$ cat src/sv/obd_prd_pkg.sv
// ============================================================================
// obd_prd_pkg
// Shared types, constants and helper functions for the OBD-II PID decoder.
// ============================================================================
`default_nettype none

package obd_prd_pkg;

    // Characters that matter to the parser
    localparam logic [7:0] CH_TAB   = 8'h09;
    localparam logic [7:0] CH_LF    = 8'h0A;
    localparam logic [7:0] CH_VT    = 8'h0B;
    localparam logic [7:0] CH_FF    = 8'h0C;
    localparam logic [7:0] CH_CR    = 8'h0D;
    localparam logic [7:0] CH_SPACE = 8'h20;
    localparam logic [7:0] CH_PLUS  = 8'h2B;
    localparam logic [7:0] CH_MINUS = 8'h2D;
    localparam logic [7:0] CH_0     = 8'h30;
    localparam logic [7:0] CH_1     = 8'h31;
    localparam logic [7:0] CH_4     = 8'h34;
    localparam logic [7:0] CH_9     = 8'h39;
    localparam logic [7:0] CH_GT    = 8'h3E;
    localparam logic [7:0] CH_UA    = 8'h41;
    localparam logic [7:0] CH_UF    = 8'h46;
    localparam logic [7:0] CH_LA    = 8'h61;
    localparam logic [7:0] CH_LZ    = 8'h7A;
    localparam logic [7:0] CASE_OFS = 8'h20;

    // Result status codes
    localparam logic [1:0] ST_OK     = 2'd0;
    localparam logic [1:0] ST_NO_HDR = 2'd1;
    localparam logic [1:0] ST_UNK    = 2'd2;
    localparam logic [1:0] ST_SHORT  = 2'd3;

    // Decoded PIDs
    localparam logic [7:0] PID_LOAD     = 8'h04;
    localparam logic [7:0] PID_COOLANT  = 8'h05;
    localparam logic [7:0] PID_FUELTRIM = 8'h07;
    localparam logic [7:0] PID_MAP      = 8'h0B;
    localparam logic [7:0] PID_RPM      = 8'h0C;
    localparam logic [7:0] PID_SPEED    = 8'h0D;
    localparam logic [7:0] PID_TIMING   = 8'h0E;
    localparam logic [7:0] PID_THROTTLE = 8'h11;
    localparam logic [7:0] PID_VOLTAGE  = 8'h42;

    localparam int VALUE_W = 23;

    // floor(x/125) == (x * VOLT_RECIP) >> VOLT_SHIFT for x < 2**21
    localparam logic [21:0] VOLT_RECIP = 22'd2147484;
    localparam int          VOLT_SHIFT = 28;

    // Snapshot of the parse state taken on the last character
    typedef struct packed {
        logic             have_pid;
        logic [1:0][7:0]  pid_chars;
        logic [3:0][7:0]  data_chars;
        logic [2:0]       data_cnt;
    } t_snap;

    // {is_digit, value}
    function automatic logic [4:0] hex_val(input logic [7:0] c);
        logic [7:0] d;
        begin
            d = 8'h00;
            if (c >= CH_0 && c <= CH_9) begin
                d = c - CH_0;
                return {1'b1, d[3:0]};
            end
            if (c >= CH_UA && c <= CH_UF) begin
                d = c - CH_UA + 8'd10;
                return {1'b1, d[3:0]};
            end
            return 5'd0;
        end
    endfunction

    // Two-character base-16 read, strtoul style, kept to 8 bits
    function automatic logic [7:0] parse_pair(input logic [7:0] c0, input logic [7:0] c1);
        logic [4:0] h0;
        logic [4:0] h1;
        begin
            h0 = hex_val(c0);
            h1 = hex_val(c1);
            if (h0[4]) begin
                return h1[4] ? {h0[3:0], h1[3:0]} : {4'd0, h0[3:0]};
            end
            if (c0 inside {CH_TAB, CH_VT, CH_FF, CH_PLUS}) begin
                return h1[4] ? {4'd0, h1[3:0]} : 8'd0;
            end
            if (c0 == CH_MINUS) begin
                return h1[4] ? (8'd0 - {4'd0, h1[3:0]}) : 8'd0;
            end
            return 8'd0;
        end
    endfunction

endpackage

`default_nettype wire

$ cat src/sv/obd_prd_parser.sv
// ============================================================================
// obd_prd_parser
// Character cleaner and header/PID/data tracker; snapshots the parse state on
// the last character of a response into a one-entry stage register.
// ============================================================================
`default_nettype none

module obd_prd_parser
    import obd_prd_pkg::*;
(
    input  wire logic       i_clk,
    input  wire logic       i_rst_n,
    input  wire logic       i_valid,
    output logic            o_ready,
    input  wire logic [7:0] i_char_code,
    input  wire logic       i_end_of_response,
    output logic            o_snap_valid,
    input  wire logic       i_snap_ready,
    output t_snap           o_snap
);

    typedef enum logic [1:0] {PH_SEARCH, PH_PID, PH_DATA} t_phase;

    t_phase          r_phase, n_phase;
    logic            r_prev4, n_prev4;
    logic            r_pid_idx, n_pid_idx;
    logic [1:0][7:0] r_pid, n_pid;
    logic [3:0][7:0] r_data, n_data;
    logic [2:0]      r_data_cnt, n_data_cnt;
    logic            r_snap_valid;
    t_snap           r_snap;

    logic       accept;
    logic       keep;
    logic [7:0] c_up;

    assign o_ready      = !r_snap_valid || i_snap_ready;
    assign accept       = i_valid && o_ready;
    assign o_snap_valid = r_snap_valid;
    assign o_snap       = r_snap;

    always_comb begin
        keep = !(i_char_code inside {CH_SPACE, CH_GT, CH_CR, CH_LF});
        c_up = (i_char_code inside {[CH_LA:CH_LZ]}) ? i_char_code - CASE_OFS : i_char_code;

        n_phase    = r_phase;
        n_prev4    = r_prev4;
        n_pid_idx  = r_pid_idx;
        n_pid      = r_pid;
        n_data     = r_data;
        n_data_cnt = r_data_cnt;

        if (keep) begin
            case (r_phase)
                PH_PID: begin
                    n_pid[r_pid_idx] = c_up;
                    n_pid_idx        = !r_pid_idx;
                    if (r_pid_idx) begin
                        n_phase = PH_DATA;
                    end
                end
                PH_DATA: begin
                    // characters past the fourth data character are dropped
                    if (!r_data_cnt[2]) begin
                        n_data[r_data_cnt[1:0]] = c_up;
                        n_data_cnt              = r_data_cnt + 3'd1;
                    end
                end
                default: begin
                    if (c_up == CH_1 && r_prev4) begin
                        n_phase = PH_PID;
                    end
                    n_prev4 = (c_up == CH_4);
                end
            endcase
        end
    end

    always_ff @(posedge i_clk) begin
        if (!i_rst_n) begin
            r_phase      <= PH_SEARCH;
            r_prev4      <= 1'b0;
            r_pid_idx    <= 1'b0;
            r_data_cnt   <= 3'd0;
            r_snap_valid <= 1'b0;
        end else begin
            if (accept) begin
                r_pid  <= n_pid;
                r_data <= n_data;
                if (i_end_of_response) begin
                    r_phase    <= PH_SEARCH;
                    r_prev4    <= 1'b0;
                    r_pid_idx  <= 1'b0;
                    r_data_cnt <= 3'd0;
                end else begin
                    r_phase    <= n_phase;
                    r_prev4    <= n_prev4;
                    r_pid_idx  <= n_pid_idx;
                    r_data_cnt <= n_data_cnt;
                end
            end
            if (o_ready) begin
                r_snap_valid <= accept && i_end_of_response;
                if (accept && i_end_of_response) begin
                    r_snap.have_pid   <= (n_phase == PH_DATA);
                    r_snap.pid_chars  <= n_pid;
                    r_snap.data_chars <= n_data;
                    r_snap.data_cnt   <= n_data_cnt;
                end
            end
        end
    end

endmodule

`default_nettype wire

$ cat src/sv/obd_prd_decoder.sv
// ============================================================================
// obd_prd_decoder
// Turns a response snapshot into status, PID and Q8 value; holds the result
// register and the sticky online/offline flags.
// ============================================================================
`default_nettype none

module obd_prd_decoder
    import obd_prd_pkg::*;
(
    input  wire logic                      i_clk,
    input  wire logic                      i_rst_n,
    input  wire logic                      i_snap_valid,
    output logic                           o_snap_ready,
    input  wire t_snap                     i_snap,
    output logic                           o_valid,
    input  wire logic                      i_ready,
    output logic [1:0]                     o_status,
    output logic [7:0]                     o_pid_code,
    output logic signed [VALUE_W-1:0]      o_value_q8,
    output logic                           o_online_seen,
    output logic                           o_offline_seen
);

    logic                      r_valid;
    logic [1:0]                r_status;
    logic [7:0]                r_pid;
    logic signed [VALUE_W-1:0] r_value;
    logic                      r_online;
    logic                      r_offline;

    logic                      take;
    logic [7:0]                pid;
    logic [7:0]                a;
    logic [7:0]                b;
    logic [15:0]               w;
    logic [20:0]               volt_x;
    logic [42:0]               volt_prod;
    logic [14:0]               a100;
    logic [15:0]               div255_sum;
    logic [14:0]               pct_q8;
    logic [15:0]               a200;
    logic signed [23:0]        val;
    logic                      known;
    logic                      need4;
    logic                      short_data;
    logic [1:0]                status;

    assign o_snap_ready = !r_valid || i_ready;
    assign take         = i_snap_valid && o_snap_ready;

    always_comb begin
        pid = parse_pair(i_snap.pid_chars[0], i_snap.pid_chars[1]);
        a   = parse_pair(i_snap.data_chars[0], i_snap.data_chars[1]);
        b   = parse_pair(i_snap.data_chars[2], i_snap.data_chars[3]);
        w   = {a, b};

        volt_x    = {w, 5'd0};
        volt_prod = 43'(volt_x) * 43'(VOLT_RECIP);

        // a*25600/255 = a*100 + a*100/255; the second term by the 255 trick
        a100       = 15'({7'd0, a} * 15'd100);
        div255_sum = 16'(a100) + 16'(a100 >> 8) + 16'd1;
        pct_q8     = a100 + 15'(div255_sum[15:8]);

        a200 = 16'(a) * 16'd200;

        known = 1'b1;
        need4 = 1'b0;
        val   = 24'sd0;
        case (pid)
            PID_RPM: begin
                need4 = 1'b1;
                val   = $signed({2'd0, w[15:2], 8'd0});
            end
            PID_SPEED, PID_MAP: val = $signed({8'd0, a, 8'd0});
            PID_COOLANT:        val = ($signed({16'd0, a}) - 24'sd40) <<< 8;
            PID_LOAD, PID_THROTTLE: val = $signed({9'd0, pct_q8});
            PID_TIMING:         val = $signed({9'd0, a, 7'd0}) - 24'sd16384;
            PID_VOLTAGE: begin
                need4 = 1'b1;
                val   = $signed({9'd0, volt_prod[VOLT_SHIFT +: 15]});
            end
            PID_FUELTRIM:       val = $signed({8'd0, a200}) - 24'sd25600;
            default:            known = 1'b0;
        endcase

        short_data = need4 ? !i_snap.data_cnt[2] : (i_snap.data_cnt < 3'd2);

        if (!i_snap.have_pid) begin
            status = ST_NO_HDR;
        end else if (!known) begin
            status = ST_UNK;
        end else if (short_data) begin
            status = ST_SHORT;
        end else begin
            status = ST_OK;
        end
    end

    always_ff @(posedge i_clk) begin
        if (!i_rst_n) begin
            r_valid   <= 1'b0;
            r_online  <= 1'b0;
            r_offline <= 1'b0;
        end else begin
            if (o_snap_ready) begin
                r_valid <= i_snap_valid;
            end
            if (take) begin
                r_status  <= status;
                r_pid     <= i_snap.have_pid ? pid : 8'd0;
                r_value   <= (status == ST_OK) ? VALUE_W'(val) : '0;
                r_online  <= r_online || i_snap.have_pid;
                r_offline <= r_offline || !i_snap.have_pid;
            end
        end
    end

    assign o_valid        = r_valid;
    assign o_status       = r_status;
    assign o_pid_code     = r_pid;
    assign o_value_q8     = r_value;
    assign o_online_seen  = r_online;
    assign o_offline_seen = r_offline;

endmodule

`default_nettype wire

$ cat src/sv/obd_pid_response_decoder_top.sv
// ============================================================================
// obd_pid_response_decoder_top
// OBD-II mode 01 response decoder: ASCII characters in, one decoded result
// per response out.
// ============================================================================
//  Channel   Handshake          Payload
//  input     i_valid/o_ready    i_char_code, i_end_of_response
//  output    o_valid/i_ready    o_status, o_pid_code, o_value_q8,
//                               o_online_seen, o_offline_seen
//
//  One character per cycle while o_ready is high. The last character of a
//  response goes through the snapshot register, then the result register.
//  Reset (synchronous, active low) clears parse state, valids and sticky flags.
//  o_ready drops only when both the snapshot and the result stage are full
//  and the output is stalled.
// ============================================================================
`default_nettype none

module obd_pid_response_decoder_top
    import obd_prd_pkg::*;
(
    input  wire logic                 i_clk,
    input  wire logic                 i_rst_n,
    input  wire logic                 i_valid,
    output logic                      o_ready,
    input  wire logic [7:0]           i_char_code,
    input  wire logic                 i_end_of_response,
    output logic                      o_valid,
    input  wire logic                 i_ready,
    output logic [1:0]                o_status,
    output logic [7:0]                o_pid_code,
    output logic signed [VALUE_W-1:0] o_value_q8,
    output logic                      o_online_seen,
    output logic                      o_offline_seen
);

    logic  snap_valid;
    logic  snap_ready;
    t_snap snap;

    obd_prd_parser u_parser (
        .i_clk             (i_clk),
        .i_rst_n           (i_rst_n),
        .i_valid           (i_valid),
        .o_ready           (o_ready),
        .i_char_code       (i_char_code),
        .i_end_of_response (i_end_of_response),
        .o_snap_valid      (snap_valid),
        .i_snap_ready      (snap_ready),
        .o_snap            (snap)
    );

    obd_prd_decoder u_decoder (
        .i_clk          (i_clk),
        .i_rst_n        (i_rst_n),
        .i_snap_valid   (snap_valid),
        .o_snap_ready   (snap_ready),
        .i_snap         (snap),
        .o_valid        (o_valid),
        .i_ready        (i_ready),
        .o_status       (o_status),
        .o_pid_code     (o_pid_code),
        .o_value_q8     (o_value_q8),
        .o_online_seen  (o_online_seen),
        .o_offline_seen (o_offline_seen)
    );

endmodule

`default_nettype wire

$ cat config.mk
export PLATFORM = sky130hd
export DESIGN_NAME = obd_pid_response_decoder_top
export DESIGN_NICKNAME = d
export VERILOG_FILES = /design/src/sv/obd_prd_pkg.sv /design/src/sv/obd_prd_parser.sv /design/src/sv/obd_prd_decoder.sv /design/src/sv/obd_pid_response_decoder_top.sv
export SDC_FILE = /design/constraint.sdc
export NUM_CORES = 1
export LEC_CHECK = 0
export ABC_AREA = 0
export BUFFER_PORTS_ARGS = -buffer_cell sky130_fd_sc_hd__buf_4
export CAP_MARGIN = 20
export CORE_MARGIN = 2
export CORE_UTILIZATION = 43
export CTS_CLUSTER_DIAMETER = 100
export DETAILED_ROUTE_END_ITERATION = 6
export PLACE_DENSITY = 0.58
export SYNTH_ARGS = -nofsm -noshare
export SYNTH_HDL_FRONTEND = slang
export SYNTH_SLANG_ARGS = --single-unit
$ cat constraint.sdc
create_clock -name i_clk -period 21 [get_ports i_clk]
set_clock_uncertainty 0.2 [all_clocks]
set_input_delay 2.1 -clock i_clk [delete_from_list [all_inputs] [get_ports i_clk]]
set_output_delay 2.1 -clock i_clk [all_outputs]
set_load 0.05 [all_outputs]
== Yosys cells after proc, flatten, opt, wreduce, memory -nomap -nowiden ==
Index checks and enable logic that the tools add are counted.
Storage, ports and cells
  bits of input ports: 13
  word-level logic and storage cells: 288
  flip-flop bits (word level): 144
  output and inout bits: 37
Cells by class
  multiply operators: 3
  reduce and logical (&&, ||, !) cells: 44
  $lt $le $gt $ge: 31
  muxes and demuxes: 121
  equal/unequal tests: 35
  $add $sub $neg: 29
Operators with widths (number)
  2-to-1 mux 8 bit: 27
  one-hot mux 23 bit (7 select lines): 1
  equality test 8 x 4 -> 1 bit, second input constant: 15
  2-to-1 mux 5 bit: 24
  2-to-1 mux 32 bit: 3
  equality test 8 x 6 -> 1 bit, second input constant: 10
  greater-or-equal comparator 8 x 7 -> 1 bit, second input constant: 7
  less-or-equal comparator 8 x 7 -> 1 bit, second input constant: 7
  greater-or-equal comparator 8 x 6 -> 1 bit, second input constant: 6
  less-or-equal comparator 8 x 6 -> 1 bit, second input constant: 6
  subtractor 4 x 1 -> 4 bit, second input constant: 12
  2-to-1 mux 1 bit: 45
  multiplier 16 x 20 -> 36 bit, second input constant: 1
  bitwise mux 32 bit: 1
  2-to-1 mux 16 bit: 2
  multiplier 8 x 5 -> 13 bit, second input constant: 2
  adder 4 bit, second input constant: 6
  equality test 8 x 3 -> 1 bit, second input constant: 3
  logical AND 1 bit: 19
  subtractor 16 x 15 -> 17 bit, second input constant: 1
  adder 15 x 7 -> 16 bit: 1
  adder 16 x 1 -> 16 bit, second input constant: 1
  bitwise mux 16 bit: 1
  demux 8 bit (select 2 bit): 1
  31 further kinds: 61

== Logic depth before layout (Yosys ltp) ==
Gate-level depths: netlist of the first run.
  depth in word-level cells: 21
  mapped depth: 42

== By module ==
A second synthesis of the first run with hierarchy kept.
Unflattened totals
  cells, all modules: 1380
  area total of the unflattened synthesis: 14062.2 µm²
Modules (own cells, without submodules)
  obd_prd_decoder: instances 1, sequential area each 1051.0 µm², cells each 1115, area each 9646.8 µm²
  obd_prd_parser: instances 1, sequential area each 3163.0 µm², cells each 265, area each 4415.5 µm²

== Least setup slack after synthesis of the first run ==
Ideal clock, no wire load.
  path kind: register to register
  start: reg u_parser.r_snap (netlist bit u_parser.o_snap[11])
  end: reg u_decoder.r_value[12] (netlist: u_decoder.o_value_q8[12]), data pin
  arrival: 8687 ps
  clock period less this slack: 9160 ps
  required time: 20527 ps
  library setup time: 273 ps
  stages on the path, launching flop included: 41
  path slack: 11840 ps
  path buffers: 0
  cells stage by stage: edfxtp_1 -> inv_1 -> ha_1 -> or3b_2 -> o2111ai_1 -> nand2_1 -> and2_1 -> inv_1 -> ha_1 -> a211o_1 -> o32ai_1 -> a21oi_1 -> inv_1 -> ha_1 -> ha_1 -> fa_1 -> ha_1 -> nor2b_1 -> [... 5 more ...] -> inv_1 -> ha_1 -> o21ai_0 -> a21oi_1 -> o211ai_1 -> o21a_1 -> xnor2_1 -> ha_1 -> fa_1 -> a21o_1 -> a21oi_1 -> o21bai_1 -> a21oi_1 -> nor2_1 -> xnor2_1 -> o22ai_1 -> a2111oi_0 -> a21oi_2
Between the ends
  cells in the longest elaborated chain, start to end: 18
RTL lines
  start, declared: line obd_prd_parser.sv:31  | t_snap r_snap;
  branches (longest 5 deep; another with subtractor 4 x 1 -> 4 bit)
  2-to-1 mux 5 bit *: line obd_prd_pkg.sv:69  | if (c >= CH_UA && c <= CH_UF) begin
  branches (longest 6 deep; another with subtractor 1 x 4 -> 5 bit)
  2-to-1 mux 8 bit *: line obd_prd_pkg.sv:87  | if (c0 inside {CH_TAB, CH_VT, CH_FF, CH_PLUS}) begin
  multiplier 8 x 5 -> 13 bit: line obd_prd_decoder.sv:62, obd_prd_decoder.sv:66
  adder 15 x 7 -> 16 bit: line obd_prd_decoder.sv:63  | div255_sum = 16'(a100) + 16'(a100 >> 8) + 16'd1;
  adder 16 x 1 -> 16 bit: line obd_prd_decoder.sv:63
  adder 15 x 8 -> 15 bit: line obd_prd_decoder.sv:64  | pct_q8 = a100 + 15'(div255_sum[15:8]);
  one-hot mux 23 bit (7 select lines) *: line obd_prd_decoder.sv:71  | case (pid)
  end signal, assigned: line obd_prd_decoder.sv:113  | r_value <= (status == ST_OK) ? VALUE_W'(val) : '0;
  end, declared: line obd_prd_decoder.sv:28  | logic signed [VALUE_W-1:0] r_value;
Every way passes the cells marked *. The select of a mux whose other input is x is not followed.
A chain may end at the register's enable or synchronous reset.

== Worst setup path in the final report of the first run ==
Same ends and word-level chain as after synthesis.

==> metrics.md, run 1 <==
| Metric | Value |
|---|---|
| Mapped cell area | around 14,000 um^2 |
| Max frequency | approximately 91 MHz |
| Skew-Pair Late Insertion Delay | between 0.4 and 0.5 ns |
| Multi-input logic area | roughly 9200 um^2 |
| Root Driver | clkbuf_16 |
| Commonest non-fill, non-tap cell in the layout | ha_1 |
| RSZ-0062 raised after global routing | no |
| Sequential power share | 48.8% |
| Post-synthesis instance total | ~1,400 |
| CTS buffer count | 17 |
| Part of the power in combinational logic | 6.9% |
| # DRC | 0 |
| PortBufs | 49 |
| Register bit total from synthesis | 143 |
| Async SR Flop Fraction | 0% |
| Final Non-Filler Cells | 1,931 |
| Antenna Cells | 0 |
| Initial antenna violation count | 0 |
| Minimum clock period | between 10 and 15 ns |
| Sw Ratio | about 25% |
| Ratio of cells with drive above 1 in the final layout | approximately a tenth |
| # hold bufs at CTS | 0 |
| WP data arrival | between 10 and 15 ns |
| Max-slew violation count | 0 |
| Reg clk slew, reported paths | 0.06 ns |
| Most used cell, CP | ha_1 |
| P per Cell Area | about 42 nW/um^2 |
| Yosys cell types | 90 |
| H-tree Lvls | 4 |
| Final Hold Viols | 0 |
| Cell Area, Placed | ~15,000 um^2 |
| Layout Nets | between 1,500 and 2,000 |
| Post-Route Setup TNS | 0 ns |
| Post_cts resized | 0 |
| Area contributors post-synth | edfxtp_1 (28%), ha_1 (19%), fa_1 (9.5%) |
| Remaining antenna violation count | 0 |
| GRT Overall Usage | between 20% and 30% |
| Crit Path Class | reg -> reg |
| Via density | between 5 and 6 |
| EDFF count, synth | about 130 |
| Worst setup SP type | flip-flop |
| Number of global-route vias before repair | around 11,000 |
| Initial core utilization | 43.62% |
| # rows | 66 |
| CP Capture Type | flip-flop |
| CP max FO | 10 |
| TritonCTS Sinks | 143 |
| Via Count | ~11,000 |
| Synth Flop Type | edfxtp_1 |
| LEAKAGE | between 7 and 8 nW |
| Normalized max-slew margin | about a third |
| Maxcap violations | 0 |
| Top Ports | 50 |
| Drt wl/cell | approximately 18 um |
| Synthesized net count | 1,727 |
| Postcts setup bufs | 0 |
| Largest net degree at the start of global routing | 51 |
| DIE HEIGHT | about 190 um |
| Clock Path Buffers | 2 |
| Hold Path Class | reg -> reg |
| TritonCTS clock tree | done |
| Post-DP HPWL | approximately 28,000 um |
| Sw power | 0.1623 mW |
| Core Box Area | about 33,000 um^2 |
| Iteration-0 DRC Markers | roughly 830 |
| Congestion Overflow GR | 0 |
| Commonest cells after routing, fill and taps aside | ha_1 (216), inv_1 (183), edfxtp_1 (132) |
| Largest area contributor in the netlist | edfxtp_1 |
| Total Routed Length | 35,620 um |
| Maximum vdd ir drop | 0.05034 mV |
| Hold slack | between 0.2 and 0.3 ns |
| Final setup viols | 0 |
| First-pass GRT wire length | 56,840 um |
| Ys Warns | 0 |
| Total power | roughly 0.66 mW |
| P_int | approximately 0.5 mW |
| Outcome | finished clean |
| Max incr delay on CP | between 0.6 and 0.7 ns |
| Final period utilization | a little over half |
| Syn Area/Cell | between 9 and 10 um^2 |
| Clock Power Share | ~44% |
| Global placement routability congestion | 0.8706 |
| Area grow syn2layout | 9.769% |
| Fin area | 15,580 um^2 |
| Top-area cell type share of the netlist area | ~28% |
| Slew @ Worst Pin | about 1.0 ns |
| Die area | between 30,000 and 40,000 um^2 |
| Register Area | between 4000 and 5000 um^2 |
| FILL cells | around 3,100 |
| Critical-path top delay cell | a21oi_1 |
| Worst EP required | roughly 21 ns |
| Drt pass-1 iters | 7 |
| Sequential fraction of the synthesis area | just under 30% |
| # placed instances | around 1,900 |
| Horiz. Die Dim | about 190 um |
==> flip-flops by register name, indices dropped and copies added, names as in the netlist, 2 cells and up <==
name,cells
u_parser.r_data,32
u_parser.r_phase,2
u_decoder.o_pid_code,8
u_parser.o_snap,51
u_decoder.o_value_q8,23
u_decoder.o_status,2
u_parser.r_pid,16
u_parser.r_data_cnt,3
==> layer usage <==
metal	global-route usage, %	routed length [um]	up-vias
met1	28.92	16830	5264
met4	4.882	501	0
met5	0	0	-
li1	-	-	5273
met2	35.73	16930	228
met3	3.267	1354	34
==> final cells by class <==
| class | instances | share of cell area (%) |
|---|---|---|
| multi-input combinational | 1071 | 58.74 |
| sequential | 143 | 26.86 |
| inverter | 185 | 4.458 |
| tap | 442 | 3.550 |
| timing repair buffer | 58 | 2.795 |
| clock buffer | 18 | 2.755 |
| clock inverter | 14 | 0.8434 |
==> cells by family (layout without fill, tap and decap cells) <==
kind of cell               after synthesis  count (layout)  synth area share [%]
and+or+nand+nor                        378             378                 14.61
AOI/OAI and AO/OA                      329             329                 15.70
adders and majority gates              283             283                 28.50
buffers and inverters                  217             275                 6.057
DFF                                    143             143                 29.48
muxes                                   43              43                 3.306
xor gates and xnor gates                38              38                 2.345
==> critical path: cells and delay by family (launching register included) <==
kind | cells | cell delay [ns]
AO/OA/AOI/OAI | 18 | 4.13
XOR/XNOR | 3 | 0.80
adder cells (fa/ha/maj) | 9 | 3.01
buffers and inverters | 4 | 0.86
flip-flops | 1 | 0.43
AND/OR/NAND/NOR | 6 | 1.26
==> Yosys cell counts (7+ instances only) <==
library cell,number
ha_1,216
inv_1,183
edfxtp_1,132
nand2_1,90
nor2_1,80
a21oi_1,74
fa_1,67
o21ai_0,60
mux2_2,31
a21o_1,28
nand3_1,27
xnor2_1,27
clkbuf_1,23
nand4_1,20
nor2b_1,20
nand2b_1,17
a22oi_1,16
a31oi_1,16
and3_1,16
nor3_1,16
o21bai_1,15
and2_1,13
o22ai_1,13
mux2i_1,12
dfxtp_1,11
nor3b_1,11
xor2_1,11
a21oi_2,10
o21a_1,10
a211oi_1,7
nor4b_1,7
or2_2,7
==> stage by stage <==
stage	setup slack (ns)	util [%]
CTS	10.17	47.88
global route	9.358	47.88
finish	10.02	47.88
floorplan	11.84	-
detailed placement	10.22	46.15
global placement	10.49	46.15
==> power by group through the flow <==
stage                     Combinational, mW  Clock [mW]  Sequential, mW
after floorplan                      0.0275           0           0.331
after global placement               0.0452           0           0.328
after detailed placement             0.0456           0           0.328
after CTS                            0.0459       0.297           0.322
after global routing                 0.0506       0.309           0.323
final                                0.0453       0.293           0.322
==> final timing paths <==
kind | start | cells after the start | slack, ns | end
worst max-delay path | u_parser.o_snap[11] | 40 | 10.02 | u_decoder.o_value_q8[12]
worst min-delay path | u_decoder.o_offline_seen | 2 | 0.27 | u_decoder.o_offline_seen
worst max register to register | u_parser.o_snap[11] | 40 | 10.02 | u_decoder.o_value_q8[12]
worst min register to register | u_decoder.o_offline_seen | 2 | 0.27 | u_decoder.o_offline_seen
Power figures use the tool's default switching activity.
==> run 2, diff against run 1 <==
PLACE_DENSITY = 0.6   (was 0.58)
clock period = 9.5 ns   (was 21 ns; I/O delays follow)
==> metrics.md, run 2 (same netlist as run 1, synthesis figures left out) <==
| Metric | Value |
|---|---|
| Global placement routability congestion | 0.9325 (+7.1%) |
| Antenna Cells | 0 (unchanged) |
| LEAKAGE | 7.203 nW (+1.6%) |
| Multi-input logic area | 9214 um^2 (+0.70%) |
| CP Capture Type | flip-flop |
| Area grow syn2layout | 10.97% |
| Iteration-0 DRC Markers | 886 (+7.4%) |
| Outcome | finished clean |
| Root Driver | clkbuf_16 |
| PortBufs | 49 (unchanged) |
| Reg clk slew, reported paths | 0.07 ns (about the same) |
| Register Area | 4184 um^2 (unchanged) |
| Core Box Area | 32,540 um^2 (unchanged) |
| Hold slack | 0.2770 ns (+0.009770 ns) |
| Max FFs per register | 51 (unchanged) |
| RSZ-0062 raised after global routing | no |
| Reg2reg end | u_decoder.o_value_q8[9] |
| WHS Endpoint | u_decoder.o_offline_seen |
| Max frequency | 111.2 MHz (+22%) |
| Final Hold Viols | 0 (unchanged) |
| GRT Overall Usage | 21.49% (+0.22 points) |
| CTS buffer count | 17 (unchanged) |
| TritonCTS clock tree | done |
| Die area | 34,470 um^2 (unchanged) |
| P per Cell Area | 92.31 nW/um^2 (+120%) |
| Largest net degree at the start of global routing | 52 (+2.0%) |
| Top Ports | 50 (unchanged) |
| Layout Nets | 1,785 (+0.73%) |
| Max-slew violation count | 0 (unchanged) |
| # hold bufs at CTS | 0 (unchanged) |
| # rows | 66 (unchanged) |
| Total Routed Length | 35,950 um (+0.94%) |
| Reg2Reg Depth | 41 (+2.5%) |
| Final core occ | 48.40% (+0.52 points) |
| Hold Path Class | reg -> reg |
| Most used cell, CP | ha_1 |
| Congestion Overflow GR | 0 (unchanged) |
| Crit Path Class | reg -> reg |
| Horiz. Die Dim | 185.7 um (unchanged) |
| Flop-to-flop setup slack | 0.51 ns (-9.52 ns) |
| WHS Path Cells | 2 (unchanged) |
| WP data arrival | 8.94 ns (-1.99 ns) |
| Hold wc startpoint | u_decoder.o_offline_seen |
| Commonest non-fill, non-tap cell in the layout | ha_1 |
| TritonCTS Sinks | 143 (unchanged) |
| First-pass GRT wire length | 57,480 um (+1.1%) |
| # DRC | 0 (unchanged) |
| Commonest cells after routing, fill and taps aside | ha_1 (216), inv_1 (183), edfxtp_1 (132) |
| Worst setup SP type | flip-flop |
| Post-DP HPWL | 28,370 um (+2.1%) |
| Worst EP required | 9.44 ns (-11.51 ns) |
| H-tree Lvls | 4 (unchanged) |
| Drt wl/cell | 18.49 um (+0.27%) |
| CP max FO | 9 (-1) |
| Initial antenna violation count | 0 (unchanged) |
| Number of global-route vias before repair | 10,820 (+2.9%) |
| Normalized max-slew margin | 27.68% (-4.6 points) |
| Clock Path Buffers | 2 (unchanged) |
| Via density | 5.603 (+0.19%) |
| Critical-path top delay cell | or3b_2 |
| Skew-Pair Late Insertion Delay | 0.44 ns (about the same) |
| Remaining antenna violation count | 0 (unchanged) |
| Minimum clock period | 8.993 ns (-1.984 ns) |
| Ratio of cells with drive above 1 in the final layout | 12.45% (+1.8 points) |
| Maxcap violations | 0 (unchanged) |
| Final period utilization | 94.66% (+42 points) |
| Via Count | 10,890 (+0.86%) |
| Initial core utilization | 43.62% (unchanged) |
| Final setup viols | 0 (unchanged) |
| DIE HEIGHT | 185.7 um (unchanged) |
| Post-Route Setup TNS | 0 ns (unchanged) |
| Reg2Reg Launch Point | u_parser.o_snap[11] |
| Max incr delay on CP | 0.46 ns (-0.18 ns) |
| FILL cells | 3,070 (-2.0%) |
| Drt pass-1 iters | 5 (-2) |
| Maximum vdd ir drop | 0.1053 mV (+110%) |
| Slew @ Worst Pin | 1.077 ns (+0.06178 ns) |
-- run 2: changes by cell type in the layout (fill, tap and decap cells not counted), moves of 2 or more --
cell / change
buf_4: +12
o21bai_1: -2
clkinvlp_4: -3
inv_8: +5
a21oi_2: +2
a21oi_1: -2
o21bai_2: +2
inv_6: -2
-- run 2: cell type report --
class / instances / area share, %
clock buffer: 18 / 2.725
inverter: 185 / 4.410
clock inverter: 14 / 0.8104
sequential: 143 / 26.57
tap: 442 / 3.512
multi-input combinational: 1071 / 58.51
timing repair buffer: 71 / 3.464
-- run 2: per-layer routing --
layer  vias to the layer above  track usage [%]  wire length, um
met4                         0            5.764              719
li1                       5311                -                -
met5                         -                0                0
met2                       262            36.30            17100
met3                        44            2.974             1380
met1                      5275            28.96            16760
-- run 2: critical path, delay by kind of cell (launching register included) --
family                     cells  cell delay, ns
AOI/OAI and AO/OA             15            2.74
xor gates and xnor gates       3            0.59
adders and majority gates      8            2.26
and+or+nand+nor                9            1.81
buffers and inverters          6            0.67
DFF                            1            0.44
-- run 2: through the flow --
step	instance area [um^2]	worst slack (ns)	instances	power [mW]
final	15750	0.5072	1944	1.454
after global routing	15750	0.02216	1944	1.506
after CTS	15660	0.05287	1942	1.466
after detailed placement	15100	0.008679	1910	0.8270
after global placement	15100	0.2058	1910	0.8251
after floorplan	14190	0.3401	1431	0.7916
-- run 2: power by group --
part           leakage (nW)  total [mW]  internal, mW  switching, mW
sequential             1.32       0.712         0.703        0.00953
clock                 0.274       0.639         0.345          0.294
combinational          5.60       0.102        0.0354         0.0670
-- run 2: repair_timing --
| item | 4_1_cts | 5_1_grt |
|---|---|---|
| buffers inserted | 0 | 1 |
| setup endpoints to repair | 1 | 9 |
| pin swaps | 0 | 3 |
| resized for setup | 1 | 14 |
-- run 2: how the worst max path moves through the flow --
stage                                    from                  endpoint  slack [ns]  cells after the start
final                     u_parser.o_snap[11]   u_decoder.o_value_q8[9]        0.51                     41
after global routing      u_parser.o_snap[11]  u_decoder.o_value_q8[12]        0.02                     41
after CTS                 u_parser.o_snap[12]  u_decoder.o_value_q8[12]        0.05                     41
after detailed placement  u_parser.o_snap[12]  u_decoder.o_value_q8[12]       0.009                     41
after global placement    u_parser.o_snap[11]   u_decoder.o_value_q8[7]        0.21                     32
after floorplan           u_parser.o_snap[11]  u_decoder.o_value_q8[12]        0.34                     40
==> run 3, diff against run 2 <==
CORE_ASPECT_RATIO = 1.4   (was not set)
==> metrics.md, run 3 (same netlist as run 1, synthesis figures left out) <==
| Metric | Value |
|---|---|
| Outcome | finished clean |
| Cell Area, Placed | 15,130 um^2 (+0.23%) |
| Multi-input logic area | 9215 um^2 (about the same) |
| PortBufs | 49 (unchanged) |
| First-pass GRT wire length | 58,460 um (+1.7%) |
| Initial core utilization | 43.67% (+0.050 points) |
| Remaining antenna violation count | 0 (unchanged) |
| GRT Overall Usage | 21.74% (+0.25 points) |
| Drt wl/cell | 18.74 um (+1.4%) |
| Max-slew violation count | 0 (unchanged) |
| Root Driver | clkbuf_16 |
| Normalized max-slew margin | 32.19% (+4.5 points) |
| Ratio of cells with drive above 1 in the final layout | 12.56% (+0.11 points) |
| Worst EP required | 9.45 ns (about the same) |
| Drt pass-1 iters | 6 (+1) |
| Area grow syn2layout | 10.97% (unchanged) |
| Maximum vdd ir drop | 0.1165 mV (+11%) |
| CTS buffer count | 17 (unchanged) |
| Total Routed Length | 36,460 um (+1.4%) |
| # rows | 78 (+18%) |
| H-tree Lvls | 4 (unchanged) |
| Register Area | 4184 um^2 (unchanged) |
| Final period utilization | 94.51% (-0.15 points) |
| Congestion Overflow GR | 0 (unchanged) |
| Minimum clock period | 8.979 ns (-0.01401 ns) |
| Iteration-0 DRC Markers | 740 (-16%) |
| Total power | 1.445 mW (-0.62%) |
| Fin area | 15,750 um^2 (unchanged) |
| Via density | 5.592 (-0.19%) |
| Most used cell, CP | inv_1 |
| Crit Path Class | reg -> reg |
| Max FFs per register | 51 (unchanged) |
| Critical-path top delay cell | fa_1 |
| Antenna Cells | 0 (unchanged) |
| Initial antenna violation count | 0 (unchanged) |
| Layout Nets | 1,788 (+0.17%) |
| Number of global-route vias before repair | 10,990 (+1.6%) |
| CP max FO | 8 (-1) |
| Horiz. Die Dim | 157.5 um (-15%) |
| FILL cells | 3,045 (-0.81%) |
| Global placement routability congestion | 0.9188 (-1.5%) |
| Die area | 34,490 um^2 (about the same) |
| Hold Path Class | reg -> reg |
| Skew-Pair Late Insertion Delay | 0.43 ns (about the same) |
| Top Ports | 50 (unchanged) |
| Reg clk slew, reported paths | 0.07 ns (about the same) |
| Post-DP HPWL | 28,880 um (+1.8%) |
| Clock Path Buffers | 2 (unchanged) |
| Commonest non-fill, non-tap cell in the layout | ha_1 |
| Postcts setup bufs | 0 (unchanged) |
| DIE HEIGHT | 219.0 um (+18%) |
| Worst setup SP type | flip-flop |
| Largest net degree at the start of global routing | 52 (unchanged) |
| CP Capture Type | flip-flop |
| Max incr delay on CP | 0.54 ns (+0.08 ns) |
| Commonest cells after routing, fill and taps aside | ha_1 (216), inv_1 (183), edfxtp_1 (132) |
| Max frequency | 111.4 MHz (+0.16%) |
| Slew @ Worst Pin | 1.017 ns (-0.05994 ns) |
| # DRC | 0 (unchanged) |
| TritonCTS Sinks | 143 (unchanged) |
| Core Box Area | 32,500 um^2 (-0.12%) |
| TritonCTS clock tree | done |
| WP data arrival | 8.93 ns (about the same) |
| LEAKAGE | 7.185 nW (-0.24%) |
| P per Cell Area | 91.74 nW/um^2 (-0.62%) |
| Via Count | 10,880 (-0.14%) |
| Maxcap violations | 0 (unchanged) |
| Final Hold Viols | 0 (unchanged) |
| Final setup viols | 0 (unchanged) |
[run 3: cell types whose count changed in the layout (fill, tap and decap cells not counted), moves of 2 or more]
cell        before  now
buf_4           70   74
inv_6            2    6
inv_8            6    2
clkinvlp_4       1    3
[run 3: worst paths after layout]
kind	start	endpoint	slack, ns	depth (start not counted)
max	u_parser.o_snap[11]	u_decoder.o_value_q8[7]	0.52	32
min	u_decoder.o_offline_seen	u_decoder.o_offline_seen	0.27	2
max reg2reg	u_parser.o_snap[11]	u_decoder.o_value_q8[7]	0.52	32
min reg2reg	u_decoder.o_offline_seen	u_decoder.o_offline_seen	0.27	2
[run 3: worst max-delay path: cells and delay by family, from the launching register on]
family	cells	cell delay, ns
adders and majority gates	9	3.72
AOI/OAI and AO/OA	12	2.87
buffers and inverters	7	0.67
and+or+nand+nor	3	0.54
DFF	1	0.43
muxes	1	0.26
[run 3: power breakdown]
group | total, mW | internal [mW] | leakage, nW | switching [mW]
logic | 0.101 | 0.0346 | 5.60 | 0.0666
clock network | 0.631 | 0.341 | 0.261 | 0.291
registers | 0.712 | 0.703 | 1.32 | 0.00951
total | 1.44 | 1.08 | 7.19 | 0.367
[run 3: cell type report]
cell class                 count  share of cell area [%]
clock buffer                  17                   2.701
clock inverter                15                  0.7786
inverter                     185                   4.410
multi-input combinational   1071                   58.52
sequential                   143                   26.57
tap                          440                   3.496
timing repair buffer          74                   3.528
[run 3: what timing repair did]
item | CTS | global route
hold buffers | 0 | 0
endpoints found under the setup margin | 0 | 9
resized for setup | 0 | 15
[run 3: metal layers]
layer / track usage [%] / vias up / part of all wire, %
li1: - / 5314 / -
met1: 26.87 / 5262 / 43
met2: 39.58 / 240 / 52
met5: 0 / - / 0
met3: 2.389 / 61 / 2.9
met4: 6.394 / 0 / 2.4
[run 3: stage by stage]
stage          utilization (%)   TNS, ns  instances  hold WS, ns  setup slack [ns]
2_1_floorplan                -         0       1431       0.2618            0.3401
3_3_place_gp             46.57         0       1913       0.2469            0.2659
3_5_place_dp             46.57         0       1913       0.2533            0.1411
4_1_cts                  48.26         0       1945       0.2749            0.1800
5_1_grt                  48.46  -0.01232       1945       0.3079         -0.007520
6_report                 48.46         0       1945       0.2734            0.5212
